===== src/rtl/hdh_pkg.sv =====
package hdh_pkg;

	// register indexes on the configuration channel
	localparam logic [7:0] REG_ARM_THRESHOLD   = 8'd0;
	localparam logic [7:0] REG_START_THRESHOLD = 8'd1;
	localparam logic [7:0] REG_ABORT_THRESHOLD = 8'd2;
	localparam logic [7:0] REG_RUN_DURATION    = 8'd3;

	// reset values of the configuration registers
	localparam logic [9:0]  ARM_THRESHOLD_RST   = 10'd500;
	localparam logic [9:0]  START_THRESHOLD_RST = 10'd400;
	localparam logic [9:0]  ABORT_THRESHOLD_RST = 10'd800;
	localparam logic [31:0] RUN_DURATION_RST    = 32'd5400000;

	// stream payload widths
	localparam int IN_DATA_W  = 48;
	localparam int OUT_DATA_W = 24;

	typedef struct packed {
		logic [9:0]  arm_threshold;
		logic [9:0]  start_threshold;
		logic [9:0]  abort_threshold;
		logic [31:0] run_duration_ms;
	} cfg_t;

	typedef struct packed {
		logic [15:0] completed_runs;
		logic        armed;
		logic        run_aborted;
		logic        run_finished;
		logic        heater_on;
	} result_t;

endpackage


===== src/rtl/hdh_cfg_regs.sv =====
module hdh_cfg_regs
	import hdh_pkg::*;
(
	input  logic        clk,
	input  logic        arst_n,
	input  logic        wr_en,
	input  logic [7:0]  wr_index,
	input  logic [31:0] wr_data,
	output cfg_t        cfg
);

	cfg_t cfg_q;

	// register writes, unknown indexes are dropped
	always_ff @(posedge clk or negedge arst_n) begin
		if (!arst_n) begin
			cfg_q.arm_threshold   <= ARM_THRESHOLD_RST;
			cfg_q.start_threshold <= START_THRESHOLD_RST;
			cfg_q.abort_threshold <= ABORT_THRESHOLD_RST;
			cfg_q.run_duration_ms <= RUN_DURATION_RST;
		end else if (wr_en) begin
			unique case (wr_index)
				REG_ARM_THRESHOLD:   cfg_q.arm_threshold   <= wr_data[9:0];
				REG_START_THRESHOLD: cfg_q.start_threshold <= wr_data[9:0];
				REG_ABORT_THRESHOLD: cfg_q.abort_threshold <= wr_data[9:0];
				REG_RUN_DURATION:    cfg_q.run_duration_ms <= wr_data;
				default: ;
			endcase
		end
	end

	assign cfg = cfg_q;

endmodule


===== src/rtl/hdh_core.sv =====
module hdh_core
	import hdh_pkg::*;
(
	input  logic        clk,
	input  logic        arst_n,
	input  logic        step,
	input  logic [9:0]  humidity,
	input  logic [31:0] now_ms,
	input  cfg_t        cfg,
	output result_t     res
);

	logic        armed_q;
	logic        running_q;
	logic [31:0] start_time_q;
	logic [15:0] run_cnt_q;

	logic        arm_a, start_a, run_a;
	logic        abort_b, arm_b, run_b;
	logic        active, done;
	logic        arm_c, run_c;
	logic [31:0] start_time_a;
	logic [31:0] elapsed;
	logic [15:0] run_cnt_c;

	// arm and start
	assign arm_a        = armed_q | (humidity > cfg.arm_threshold);
	assign start_a      = arm_a & ~running_q & (humidity <= cfg.start_threshold);
	assign run_a        = running_q | start_a;
	assign start_time_a = start_a ? now_ms : start_time_q;

	// protection
	assign abort_b = run_a & (humidity > cfg.abort_threshold);
	assign run_b   = run_a & ~abort_b;
	assign arm_b   = arm_a & ~abort_b;

	// timeout on the wrapping elapsed time
	assign elapsed   = now_ms - start_time_a;
	assign active    = run_b & arm_b;
	assign done      = active & (elapsed >= cfg.run_duration_ms);
	assign run_c     = run_b & ~done;
	assign arm_c     = arm_b & ~done;
	assign run_cnt_c = run_cnt_q + {15'd0, done};

	always_comb begin
		res.heater_on      = active & ~done;
		res.run_finished   = done;
		res.run_aborted    = abort_b;
		res.armed          = arm_c;
		res.completed_runs = run_cnt_c;
	end

	// controller state, updated once per period
	always_ff @(posedge clk or negedge arst_n) begin
		if (!arst_n) begin
			armed_q      <= 1'b0;
			running_q    <= 1'b0;
			start_time_q <= 32'd0;
			run_cnt_q    <= 16'd0;
		end else if (step) begin
			armed_q      <= arm_c;
			running_q    <= run_c;
			start_time_q <= start_time_a;
			run_cnt_q    <= run_cnt_c;
		end
	end

`ifndef SYNTHESIS
	a_finish_abort_excl: assert property (@(posedge clk) disable iff (!arst_n)
		step |-> !(res.run_finished && res.run_aborted))
		else $error("run finished and aborted in one period");

	a_heater_needs_arm: assert property (@(posedge clk) disable iff (!arst_n)
		step && res.heater_on |=> armed_q && running_q)
		else $error("heater on without an armed running cycle");

	a_count_on_finish: assert property (@(posedge clk) disable iff (!arst_n)
		step && res.run_finished |=> run_cnt_q == $past(run_cnt_q) + 16'd1)
		else $error("completed run not counted");

	a_abort_stops: assert property (@(posedge clk) disable iff (!arst_n)
		step && res.run_aborted |=> !running_q && !armed_q)
		else $error("abort left the cycle running or armed");
`endif

endmodule


===== src/rtl/humidity_triggered_drying_heater_top.sv =====
// Humidity-triggered drying heater controller.
// Input stream s_axis: one transfer per control period carrying the humidity
// sample and the free-running millisecond time. Output stream m_axis: exactly
// one result transfer per input transfer, in order, with heater drive, the
// finish and abort pulses, the armed flag and the completed run count.
// Configuration channel cfg_*: register index and write data, always ready;
// write only while no period is in flight. Index 0 arm, 1 start, 2 abort
// threshold (low 10 bits used), 3 run duration in ms; other indexes ignored.
// The input register holds the period; the update is computed from it and
// captured into the result register. Throughput: one period per cycle while
// m_axis_tready stays high; the state update is a single compare and 32-bit
// subtract pass between the input and result registers.
// Reset clears the armed and running flags, the run start time, the run
// count and restores the register defaults; both streams come up empty.
// When the receiver stalls, the result register holds, the input register
// fills behind it and s_axis_tready drops until the result is taken.
module humidity_triggered_drying_heater_top
	import hdh_pkg::*;
(
	input  logic                  clk,
	input  logic                  arst_n,
	input  logic                  s_axis_tvalid,
	output logic                  s_axis_tready,
	input  logic [IN_DATA_W-1:0]  s_axis_tdata,  // humidity[9:0], now_ms[41:10], zero pad
	output logic                  m_axis_tvalid,
	input  logic                  m_axis_tready,
	output logic [OUT_DATA_W-1:0] m_axis_tdata,  // heater_on, run_finished, run_aborted,
	                                             // armed, completed_runs[19:4], zero pad
	input  logic                  cfg_valid,
	output logic                  cfg_ready,
	input  logic [7:0]            cfg_index,
	input  logic [31:0]           cfg_data
);

	cfg_t        cfg;
	result_t     res;
	logic        valid_s1;
	logic [9:0]  humidity_s1;
	logic [31:0] now_ms_s1;
	logic        valid_s2;
	result_t     res_s2;
	logic        advance;

	assign cfg_ready = 1'b1;

	hdh_cfg_regs u_cfg (
		.clk      (clk),
		.arst_n   (arst_n),
		.wr_en    (cfg_valid & cfg_ready),
		.wr_index (cfg_index),
		.wr_data  (cfg_data),
		.cfg      (cfg)
	);

	// period moves on when the result register is free or being drained
	assign advance       = valid_s1 & (~valid_s2 | m_axis_tready);
	assign s_axis_tready = ~valid_s1 | advance;

	// input register
	always_ff @(posedge clk or negedge arst_n) begin
		if (!arst_n) begin
			valid_s1 <= 1'b0;
		end else if (s_axis_tready) begin
			valid_s1 <= s_axis_tvalid;
		end
	end

	always_ff @(posedge clk) begin
		if (s_axis_tready && s_axis_tvalid) begin
			humidity_s1 <= s_axis_tdata[9:0];
			now_ms_s1   <= s_axis_tdata[41:10];
		end
	end

	hdh_core u_core (
		.clk      (clk),
		.arst_n   (arst_n),
		.step     (advance),
		.humidity (humidity_s1),
		.now_ms   (now_ms_s1),
		.cfg      (cfg),
		.res      (res)
	);

	// result register
	always_ff @(posedge clk or negedge arst_n) begin
		if (!arst_n) begin
			valid_s2 <= 1'b0;
		end else if (advance) begin
			valid_s2 <= 1'b1;
		end else if (m_axis_tready) begin
			valid_s2 <= 1'b0;
		end
	end

	always_ff @(posedge clk) begin
		if (advance) begin
			res_s2 <= res;
		end
	end

	assign m_axis_tvalid = valid_s2;
	assign m_axis_tdata  = {4'd0, res_s2};

	// the unused upper input bits are padding
	logic unused_pad;
	assign unused_pad = ^s_axis_tdata[IN_DATA_W-1:42];

endmodule


===== config.mk =====
export PLATFORM = sky130hd
export DESIGN_NAME = humidity_triggered_drying_heater_top
export DESIGN_NICKNAME = d
export VERILOG_FILES = /design/src/rtl/hdh_pkg.sv /design/src/rtl/hdh_cfg_regs.sv /design/src/rtl/hdh_core.sv /design/src/rtl/humidity_triggered_drying_heater_top.sv
export SDC_FILE = /design/constraint.sdc
export NUM_CORES = 1
export LEC_CHECK = 0
export BUFFER_PORTS_ARGS = -buffer_cell sky130_fd_sc_hd__buf_2
export CORE_UTILIZATION = 40
export CTS_BUF_LIST = sky130_fd_sc_hd__clkbuf_4
export DETAILED_ROUTE_END_ITERATION = 10
export GPL_ROUTABILITY_DRIVEN = 0
export PLACE_DENSITY = 0.57
export SLEW_MARGIN = 20
export SYNTH_ARGS = -nofsm -noshare
export SYNTH_HDL_FRONTEND = slang
export SYNTH_SLANG_ARGS = --single-unit

===== constraint.sdc =====
create_clock -name clk -period 15.8 [get_ports clk]
set_input_delay 3.16 -clock clk [delete_from_list [all_inputs] [get_ports clk]]
set_output_delay 3.16 -clock clk [all_outputs]
set_load 0.01 [all_outputs]

==> impl_metrics.env, run 1 <==
export IMPL_clkLatencyLatePin_ps=600
export IMPL_p_clk_frac=0.163
export IMPL_die_area_mm2=0.0255
export IMPL_grt_pass1_vias=6491
export IMPL_final_area_mm2=0.0111
export IMPL_cpPeakStageDelay_ps=570
export IMPL_grt_pass1_wl_um=33200
export IMPL_synth_edf_count=62
export IMPL_ant_nets=0
export IMPL_path_class="register to register"
export IMPL_timing_final_ws_setup_ps=6710
export IMPL_place_inst=1289
export IMPL_critPathBufInv=2
export IMPL_avgSynthCellArea_um2=11.4
export IMPL_die_height_um=160
export IMPL_cts_htree_levels=4
export IMPL_end_kind="register"
export IMPL_seqPwrFrac=0.349
export IMPL_p_int_uw=995
export IMPL_fmax_mhz=110
export IMPL_synth_top_area_frac=0.234
export IMPL_power_density_mw_per_mm2=147
export IMPL_syn_inst=874
export IMPL_crit_path_start_kind="register"
export IMPL_overflow=0
export IMPL_fin_tns_setup_ps=0
export IMPL_synthAdderAreaFrac=0.122
export IMPL_hold_class="register to register"
export IMPL_drc=0
export IMPL_path_clk_slew_ps=160
export IMPL_ys_types=57
export IMPL_die_x_um=160
export IMPL_final_util=0.458
export IMPL_period_needed_ps=9090
export IMPL_row_count=57
export IMPL_maxSlewViolCount=0
export IMPL_ys_seq_elements=176
export IMPL_hpwl_um=14400
export IMPL_path_delay_family="compound AO/OA/AOI/OAI gates"
export IMPL_cp_required_ps=16170
export IMPL_post_route_cells_drive_above_1_share=0.260
export IMPL_cts_resized=0
export IMPL_syn2layout_area_growth_pct=12.0
export IMPL_via_per_inst=4.95
export IMPL_final_nets=1173
export IMPL_ys_seq_area_frac=0.477
export IMPL_comb_power_share=0.488
export IMPL_design_core_area_mm2=0.0243
export IMPL_layout_commonest_cell="buf_2"
export IMPL_clock_sinks=176
export IMPL_cts_buffers=17
export IMPL_vias=6556
export IMPL_fin_worst_skew_ps=27.7
export IMPL_fin_cells=1324
export IMPL_synth_top_cell_by_area="dfrtp_1"
export IMPL_muxShareOfSynthArea=0.125
export IMPL_pre_cts_ws_ps=6730
export IMPL_netSwitchingPower_uw=641
export IMPL_ir_worst_vdd_uv=60.4
export IMPL_finalSetupViolCount=0
export IMPL_rsz0062_at_grt="no"
export IMPL_fin_crit_sh=0.575
export IMPL_syn_area_mm2=0.00994
export IMPL_start_util=0.409
export IMPL_ios=120
export IMPL_max_slew_margin=0.372
export IMPL_wl_um=19900
export IMPL_synth_xor_xnor_area_share=0.0511
export IMPL_synth_simple_gate_area_frac=0.0871
export IMPL_synth_area_leaders="dfrtp_1 23%, edfxtp_1 19%, ha_1 12%"
export IMPL_drt_iter0_markers=337
export IMPL_netSwitchingFraction=0.392
export IMPL_yosysWarningCount=0
export IMPL_worstPathMaxFanout=13
export IMPL_ys_async_sr_fraction=0.648
export IMPL_worst_hold_slack_ps=500
export IMPL_multi_input_area_mm2=0.00482
export IMPL_postCtsSetupBuffers=0
export IMPL_port_buffers=108
export IMPL_final_hold_viol_count=0
export IMPL_grt_start_max_net_pins=79
export IMPL_synth_top_family_by_area="multiplexers"
export IMPL_ys_flop_type="dfrtp_1"
export IMPL_antenna_found_initial=1
export IMPL_crit_arrival_ps=9460
export IMPL_clockBufferDepth=2
export IMPL_most_common_layout_cells="107 x buf_2, 95 x ha_1, 93 x dfrtp_1, 84 x mux2_2, 78 x inv_1"
export IMPL_crit_path_top_delay_cell="a2111o_1"
export IMPL_cts_hold_buf=0
export IMPL_fillers=2288
export IMPL_cts_tree="built"
export IMPL_maxCapViolCount=0
export IMPL_clockRootBuffer="clkbuf_4"
export IMPL_synth_compound_area_share=0.0963
export IMPL_power_leakage_nw=5.06
export IMPL_tightest_slew_ps=941
export IMPL_register_area_mm2=0.00474
export IMPL_power_mw=1.64
export IMPL_status="complete, no violations"
export IMPL_track_usage=0.166
export IMPL_dpl_cell_area_mm2=0.0108
export IMPL_drt_pre_antenna_iters=5
export IMPL_routedWlPerCell_um=15.0
## path summary, 6_finish.rpt
kind,slack (ps),end,start,cells after the start
max,6710,m_axis_tdata[19],u_cfg.cfg[59],40
min,500,u_core.run_cnt_q[0],u_core.run_cnt_q[0],2
max reg2reg,6710,m_axis_tdata[19],u_cfg.cfg[59],40
min reg2reg,500,u_core.run_cnt_q[0],u_core.run_cnt_q[0],2
max in group asynchronous,12190,u_cfg.cfg[53],arst_n,2
min in group asynchronous,2500,u_cfg.cfg[3],arst_n,1
## cell type report
class / instances / area share
well taps: 324 / 0.0364
repair buffers: 113 / 0.0525
diodes: 3 / 0.000674
clock buffers: 18 / 0.0121
inverters: 79 / 0.0266
clock inverters: 14 / 0.0130
flip-flops and latches: 176 / 0.426
multi-input cells: 597 / 0.433
## synth_stat cells (3+ instances only)
master      n
o31ai_1     5
xnor2_1    32
mux2_2     84
nor2b_1     8
nor3_1      3
o2111ai_1   3
nand3b_1    5
o21ai_1     5
a21oi_1    44
buf_4       5
nand2_1    64
a21o_1     28
ha_1       95
or3_1       3
clkbuf_1   16
and3_1     10
nand3_1    13
buf_1       3
a211oi_1    8
inv_1      78
dfstp_2    21
nand4_1    16
xor2_1     26
nor4_1      4
a31oi_1     4
dfrtp_1    93
o21ai_0    34
nor2_1     26
mux2i_1    30
edfxtp_1   62
nand2b_1   13
## worst register-to-register path, delay by kind of cell, from the launching register on
| kind | cells | cell delay [ps] |
|---|---|---|
| adder cells (fa/ha/maj) | 5 | 1460 |
| AO/OA/AOI/OAI | 19 | 4630 |
| XOR/XNOR | 2 | 160 |
| AND/OR/NAND/NOR | 12 | 1980 |
| flip-flops | 1 | 540 |
| buffers and inverters | 2 | 110 |
## routing by layer
layer  part of all wire  vias up  GRT usage  wire (µm)
met5                  0        -          0          0
met4              0.012        0     0.0424        230
met3              0.027       18     0.0301        536
met2               0.44      108      0.266       8810
met1               0.52     3096      0.232      10300
li1                   -     3334          -          -
## cells by family after synthesis
| kind of cell | Yosys count |
|---|---|
| flip-flops | 176 |
| AND/OR/NAND/NOR | 173 |
| AO/OA/AOI/OAI | 151 |
| multiplexers | 114 |
| buffers and inverters | 104 |
| adder cells (fa/ha/maj) | 96 |
| XOR/XNOR | 58 |
| other | 2 |
## power groups by stage
| stage | clock network (mW) | logic (mW) | registers (mW) |
|---|---|---|---|
| after floorplan | 0 | 0.621 | 0.575 |
| after global placement | 0 | 0.785 | 0.580 |
| after detailed placement | 0 | 0.797 | 0.582 |
| after CTS | 0.278 | 0.803 | 0.572 |
| after global routing | 0.294 | 0.921 | 0.580 |
| final | 0.266 | 0.798 | 0.572 |
## sequential cells by signal, summed over array words and instances, names as in the netlist, 10 cells and up
register and cells:
u_cfg.cfg 62, m_axis_tdata 20, u_core.start_time_q 32, u_core.run_cnt_q 16, now_ms_s1 32, humidity_s1 10
No activity file was read; power rests on OpenSTA's default activity.
==> run 2, diff against run 1 <==
--- a/config.mk
+++ b/config.mk
@@ -5,12 +5,13 @@
 export SDC_FILE = /design/constraint.sdc
 export NUM_CORES = 1
 export LEC_CHECK = 0
+export ABC_AREA = 1
 export BUFFER_PORTS_ARGS = -buffer_cell sky130_fd_sc_hd__buf_2
 export CORE_UTILIZATION = 40
 export CTS_BUF_LIST = sky130_fd_sc_hd__clkbuf_4
 export DETAILED_ROUTE_END_ITERATION = 10
 export GPL_ROUTABILITY_DRIVEN = 0
-export PLACE_DENSITY = 0.57
+export PLACE_DENSITY = 0.6
 export SLEW_MARGIN = 20
 export SYNTH_ARGS = -nofsm -noshare
 export SYNTH_HDL_FRONTEND = slang
==> constraint.sdc (replaced) <==
create_clock -name clk -period 7.8 [get_ports clk]
set_input_delay 1.56 -clock clk [delete_from_list [all_inputs] [get_ports clk]]
set_output_delay 1.56 -clock clk [all_outputs]
set_load 0.01 [all_outputs]
==> run 2 against run 1 <==
Effect of this change:
- sequential power up 120%
- synthesized cell count up 36%
- largest cell class is now registers
- clock skew down 6.2 ps
- critical endpoint is now u_core.run_cnt_q[14]
- synthesized area up 2.8%
- first-iteration DRC count up 25%
- sequential share of layout area down 1.0 points
- hold slack worse by 1.1 ps
- count of clock-buffer cells in the layout unchanged
- cell count up 24%
- die area up 2.8%
- cell area up 2.4%
- clock power up 110%
==> impl_metrics.env, run 2 <==
export IMPL_most_common_layout_cells="264 x nand2_1, 179 x inv_1, 129 x o21ai_0, 107 x buf_2, 95 x ha_1"
export IMPL_syn2layout_area_growth_pct=11.5
export IMPL_status="complete, no violations"
export IMPL_clockRootBuffer="clkbuf_4"
export IMPL_row_count=58
export IMPL_track_usage=0.176
export IMPL_postCtsSetupBuffers=0
export IMPL_clockBufferDepth=2
export IMPL_wl_um=21900
export IMPL_synth_top_area_frac=0.228
export IMPL_period_needed_ps=7020
export IMPL_clkLatencyLatePin_ps=590
export IMPL_power_density_mw_per_mm2=292
export IMPL_dpl_cell_area_mm2=0.0111
export IMPL_cp_required_ps=8330
export IMPL_ys_seq_area_frac=0.464
export IMPL_layout_commonest_cell="nand2_1"
export IMPL_syn_area_mm2=0.0102
export IMPL_cts_buffers=17
export IMPL_start_util=0.407
export IMPL_fin_crit_sh=0.901
export IMPL_crit_path_top_delay_cell="dfstp_2"
export IMPL_antenna_found_initial=1
export IMPL_final_area_mm2=0.0114
export IMPL_avgSynthCellArea_um2=8.57
export IMPL_synth_area_leaders="dfrtp_1 23%, edfxtp_1 18%, ha_1 12%"
export IMPL_place_inst=1607
export IMPL_hpwl_um=16700
export IMPL_die_area_mm2=0.0262
export IMPL_final_util=0.454
export IMPL_post_route_cells_drive_above_1_share=0.156
export IMPL_design_core_area_mm2=0.0251
export IMPL_yosysMostFrequentCell="nand2_1"
export IMPL_cts_tree="built"
export IMPL_end_kind="register"
export IMPL_worstPathMaxFanout=44
export IMPL_die_height_um=162
export IMPL_vias=7876
export IMPL_syn_inst=1193
export IMPL_cpPeakStageDelay_ps=560
export IMPL_synth_common_cells="265 x nand2_1, 180 x inv_1, 129 x o21ai_0"
export IMPL_port_buffers=108
export IMPL_final_hold_viol_count=0
export IMPL_via_per_inst=4.80
export IMPL_finalSetupViolCount=0
export IMPL_fin_cells=1640
export IMPL_ios=120
export IMPL_synth_top_cell_by_area="dfrtp_1"
export IMPL_maxSlewViolCount=0
export IMPL_maxCapViolCount=0
export IMPL_tightest_slew_ps=855
export IMPL_hold_class="register to register"
export IMPL_drt_iter0_markers=420
export IMPL_die_x_um=162
export IMPL_drt_pre_antenna_iters=5
export IMPL_ant_nets=0
export IMPL_path_class="register to register"
export IMPL_max_slew_margin=0.429
export IMPL_power_leakage_nw=5.45
export IMPL_yosysWarningCount=0
export IMPL_ir_worst_vdd_uv=119
export IMPL_drc=0
export IMPL_fmax_mhz=142
export IMPL_largest_register_ffs=62
export IMPL_ys_types=47
export IMPL_synth_edf_count=62
export IMPL_grt_pass1_vias=7335
export IMPL_overflow=0
export IMPL_ys_flop_type="dfrtp_1"
export IMPL_cts_htree_levels=4
export IMPL_clock_sinks=176
export IMPL_fin_tns_setup_ps=0
export IMPL_final_nets=1485
export IMPL_crit_arrival_ps=7550
export IMPL_crit_path_start_kind="register"
export IMPL_fin_worst_skew_ps=21.6
export IMPL_ys_async_sr_fraction=0.648
export IMPL_ys_seq_elements=176
export IMPL_routedWlPerCell_um=13.4
export IMPL_grt_start_max_net_pins=65
export IMPL_grt_pass1_wl_um=36400
export IMPL_path_clk_slew_ps=150
==> run 2: cell types whose count changed after synthesis, sizes merged, moves of 30 or more <==
cell   change
nand2    +221
inv      +104
o21ai     +97
mux2      -84
nor2      +43
a21oi     +36
mux2i     -30
==> run 2: cell families after synthesis <==
kind of cell / synth area share
other: 0.000734
XOR/XNOR: 0.0300
buffers and inverters: 0.0807
adder cells (fa/ha/maj): 0.118
flip-flops: 0.464
AND/OR/NAND/NOR: 0.183
AO/OA/AOI/OAI: 0.123
==> run 2: area by class of cell <==
type | count | area [µm²]
antenna | 1 | 2.50
clock buffer | 18 | 135
clock inverter | 14 | 154
fill | 2498 | 13700
inverter | 182 | 686
multi-input combinational | 806 | 4680
sequential | 176 | 4740
tap | 330 | 413
timing repair buffer | 113 | 593
==> run 2: stage by stage <==
step | total power [mW] | setup slack (ps) | hold slack (ps)
5_1_grt | 3.65 | -16.9 | 517
3_5_place_dp | 2.80 | 636 | 469
6_report | 3.33 | 776 | 499
4_1_cts | 3.36 | 584 | 497
2_1_floorplan | 2.40 | 1720 | 448
3_3_place_gp | 2.76 | 756 | 463
==> run 2: path summary, 6_finish.rpt <==
path | startpoint | end | slack, ps | cells after the start
worst max-delay path | u_cfg.cfg[57] | u_core.run_cnt_q[14] | 780 | 41
worst min-delay path | u_cfg.cfg[14] | u_cfg.cfg[14] | 500 | 2
worst max register to register | u_cfg.cfg[57] | u_core.run_cnt_q[14] | 780 | 41
worst min register to register | u_cfg.cfg[14] | u_cfg.cfg[14] | 500 | 2
max in group asynchronous | arst_n | u_cfg.cfg[5] | 5510 | 2
min in group asynchronous | arst_n | u_core.start_time_q[23] | 1030 | 1
==> run 2: critical path, delay by kind of cell (launching register included) <==
family	cells	cell delay [ps]
simple gates	24	3070
flops	1	560
xor+xnor	2	390
buf+inv	5	590
fa+ha+maj	5	1290
compound gates	5	1080
==> run 2: power by group <==
part / internal (mW) / switching, mW / total [mW] / leakage, nW
logic: 0.576 / 0.970 / 1.55 / 3.33
clock network: 0.199 / 0.352 / 0.551 / 0.149
registers: 1.15 / 0.0888 / 1.24 / 1.98
total: 1.92 / 1.41 / 3.33 / 5.45
==> run 2: per-layer routing <==
layer  vias to the layer above  wire length [µm]  track usage
li1                       4112                 -            -
met1                      3595             10800        0.244
met2                       149             10100        0.285
met3                        20               679       0.0243
met4                         0               287       0.0549
met5                         -                 0            0
==> run 2: timing repair <==
action,4_1_cts,5_1_grt
gates resized for setup,0,5
hold buffers,0,0
hold endpoints to repair,0,0
endpoints found under the setup margin,0,4
==> run 3, diff against run 2 <==
--- a/config.mk
+++ b/config.mk
@@ -7,11 +7,12 @@
 export LEC_CHECK = 0
 export ABC_AREA = 1
 export BUFFER_PORTS_ARGS = -buffer_cell sky130_fd_sc_hd__buf_2
-export CORE_UTILIZATION = 40
+export CORE_UTILIZATION = 37
 export CTS_BUF_LIST = sky130_fd_sc_hd__clkbuf_4
 export DETAILED_ROUTE_END_ITERATION = 10
 export GPL_ROUTABILITY_DRIVEN = 0
-export PLACE_DENSITY = 0.6
+export MAX_ROUTING_LAYER = met4
+export PLACE_DENSITY = 0.56
 export SLEW_MARGIN = 20
 export SYNTH_ARGS = -nofsm -noshare
 export SYNTH_HDL_FRONTEND = slang
==> run 3 against run 2 <==
Effect of this change:
- power is 0.26% higher
- combinational power hardly changed
- sequential power hardly changed
- maximum frequency is 0.35% lower
- global-route usage is 0.53 points lower
- largest power group unchanged
- clock power is 0.9% lower
- die area is 8.0% higher
- register-to-register slack worse by 20 ps
==> impl_metrics.env, run 3 (same netlist as run 2, synthesis figures left out) <==
export IMPL_status="complete, no violations"
export IMPL_clock_sinks=176
export IMPL_fin_crit_sh=0.904
export IMPL_die_height_um=168
export IMPL_grt_pass1_wl_um=37000
export IMPL_drt_iter0_markers=472
export IMPL_cts_hold_buf=0
export IMPL_postCtsSetupBuffers=0
export IMPL_maxSlewViolCount=0
export IMPL_finalSetupViolCount=0
export IMPL_seqPwrFrac=0.370
export IMPL_die_x_um=168
export IMPL_cpPeakStageDelay_ps=570
export IMPL_die_area_mm2=0.0283
export IMPL_largest_register_ffs=62
export IMPL_power_density_mw_per_mm2=293
export IMPL_cts_buffers=17
export IMPL_most_common_layout_cells="264 x nand2_1, 179 x inv_1, 129 x o21ai_0, 107 x buf_2, 95 x ha_1"
export IMPL_drt_pre_antenna_iters=7
export IMPL_wl_um=22600
export IMPL_row_count=60
export IMPL_path_class="register to register"
export IMPL_netSwitchingPower_mw=1.44
export IMPL_netSwitchingFraction=0.432
export IMPL_antenna_found_initial=1
export IMPL_post_route_cells_drive_above_1_share=0.155
export IMPL_final_hold_viol_count=0
export IMPL_port_buffers=108
export IMPL_cts_resized=0
export IMPL_fin_tns_setup_ps=0
export IMPL_cp_required_ps=8330
export IMPL_path_clk_slew_ps=180
export IMPL_grt_start_max_net_pins=67
export IMPL_routedWlPerCell_um=13.7
export IMPL_drc=0
export IMPL_track_usage=0.171
export IMPL_fin_worst_skew_ps=35.3
export IMPL_power_mw=3.34
export IMPL_crit_path_start_kind="register"
export IMPL_ios=120
export IMPL_cts_htree_levels=4
export IMPL_syn2layout_area_growth_pct=11.8
export IMPL_grt_pass1_vias=7414
export IMPL_fmax_mhz=142
export IMPL_power_leakage_nw=5.46
export IMPL_start_util=0.378
export IMPL_hpwl_um=17200
export IMPL_rsz0062_at_grt="no"
export IMPL_clockBufferDepth=2
export IMPL_max_slew_margin=0.347
export IMPL_crit_path_top_delay_cell="dfstp_2"
export IMPL_vias=7846
export IMPL_maxCapViolCount=0
export IMPL_end_kind="register"
export IMPL_via_per_inst=4.74
export IMPL_comb_power_share=0.467
export IMPL_clkLatencyLatePin_ps=590
export IMPL_design_core_area_mm2=0.0270
export IMPL_p_clk_frac=0.163
export IMPL_layout_commonest_cell="nand2_1"
export IMPL_period_needed_ps=7050
export IMPL_overflow=0
export IMPL_p_int_mw=1.90
export IMPL_dpl_cell_area_mm2=0.0111
export IMPL_ant_nets=0
export IMPL_ir_worst_vdd_uv=126
export IMPL_tightest_slew_ps=980
export IMPL_crit_arrival_ps=7570
export IMPL_clockRootBuffer="clkbuf_4"
export IMPL_final_nets=1485
export IMPL_cts_tree="built"
export IMPL_final_area_mm2=0.0114
export IMPL_worstPathMaxFanout=42
export IMPL_hold_class="register to register"
export IMPL_final_util=0.423
## run 3: cell types whose count changed in the layout (fill, tap and decap cells not counted), sizes merged
cell | before | now
clkbuf | 18 | 17
diode | 1 | 4
clkinvlp | 4 | 2
clkinv | 4 | 5
inv | 186 | 189
bufinv | 2 | 1
## run 3: area by class of cell
type | instances | area [µm²]
clock inverters | 15 | 168
clock buffers | 17 | 128
well taps | 341 | 427
repair buffers | 113 | 593
inverters | 182 | 686
fillers | 2720 | 15600
multi-input cells | 806 | 4680
flip-flops and latches | 176 | 4740
diodes | 4 | 10.0
## run 3: metrics by stage
step / setup slack (ps) / hold WS (ps) / cells
2_1_floorplan: 1720 / 448 / 1196
3_3_place_gp: 781 / 463 / 1618
3_5_place_dp: 728 / 468 / 1618
4_1_cts: 645 / 499 / 1650
5_1_grt: 47.9 / 522 / 1654
6_report: 751 / 495 / 1654
## run 3: power groups by stage
stage / clock, mW / sequential (mW) / combinational, mW
after floorplan: 0 / 1.25 / 1.15
after detailed placement: 0 / 1.26 / 1.56
after global routing: 0.606 / 1.26 / 1.79
after global placement: 0 / 1.25 / 1.52
final: 0.546 / 1.24 / 1.56
after CTS: 0.572 / 1.24 / 1.56
## run 3: worst max-delay path, delay by kind of cell (launching register included)
kind	cells	cell delay (ps)
and+or+nand+nor	24	3020
buffers and inverters	5	550
adders and majority gates	5	1300
AOI/OAI and AO/OA	5	1110
DFF	1	570
xor gates and xnor gates	2	400
## run 3: per-layer routing
metal | wire length, µm | part of all wire | global-route usage
met1 | 11400 | 0.50 | 0.230
met2 | 10200 | 0.45 | 0.266
met3 | 716 | 0.032 | 0.0287
met4 | 315 | 0.014 | 0.0462
met5 | 0 | 0 | -
## run 3: worst paths after layout
check                              start                endpoint  slack (ps)  depth (start not counted)
max                        u_cfg.cfg[57]    u_core.run_cnt_q[14]         750                         41
min                        u_cfg.cfg[13]           u_cfg.cfg[13]         490                          2
max reg2reg                u_cfg.cfg[57]    u_core.run_cnt_q[14]         750                         41
min reg2reg                u_cfg.cfg[13]           u_cfg.cfg[13]         490                          2
max in group asynchronous         arst_n  u_core.start_time_q[0]        5510                          2
min in group asynchronous         arst_n           m_axis_tvalid        1050                          1
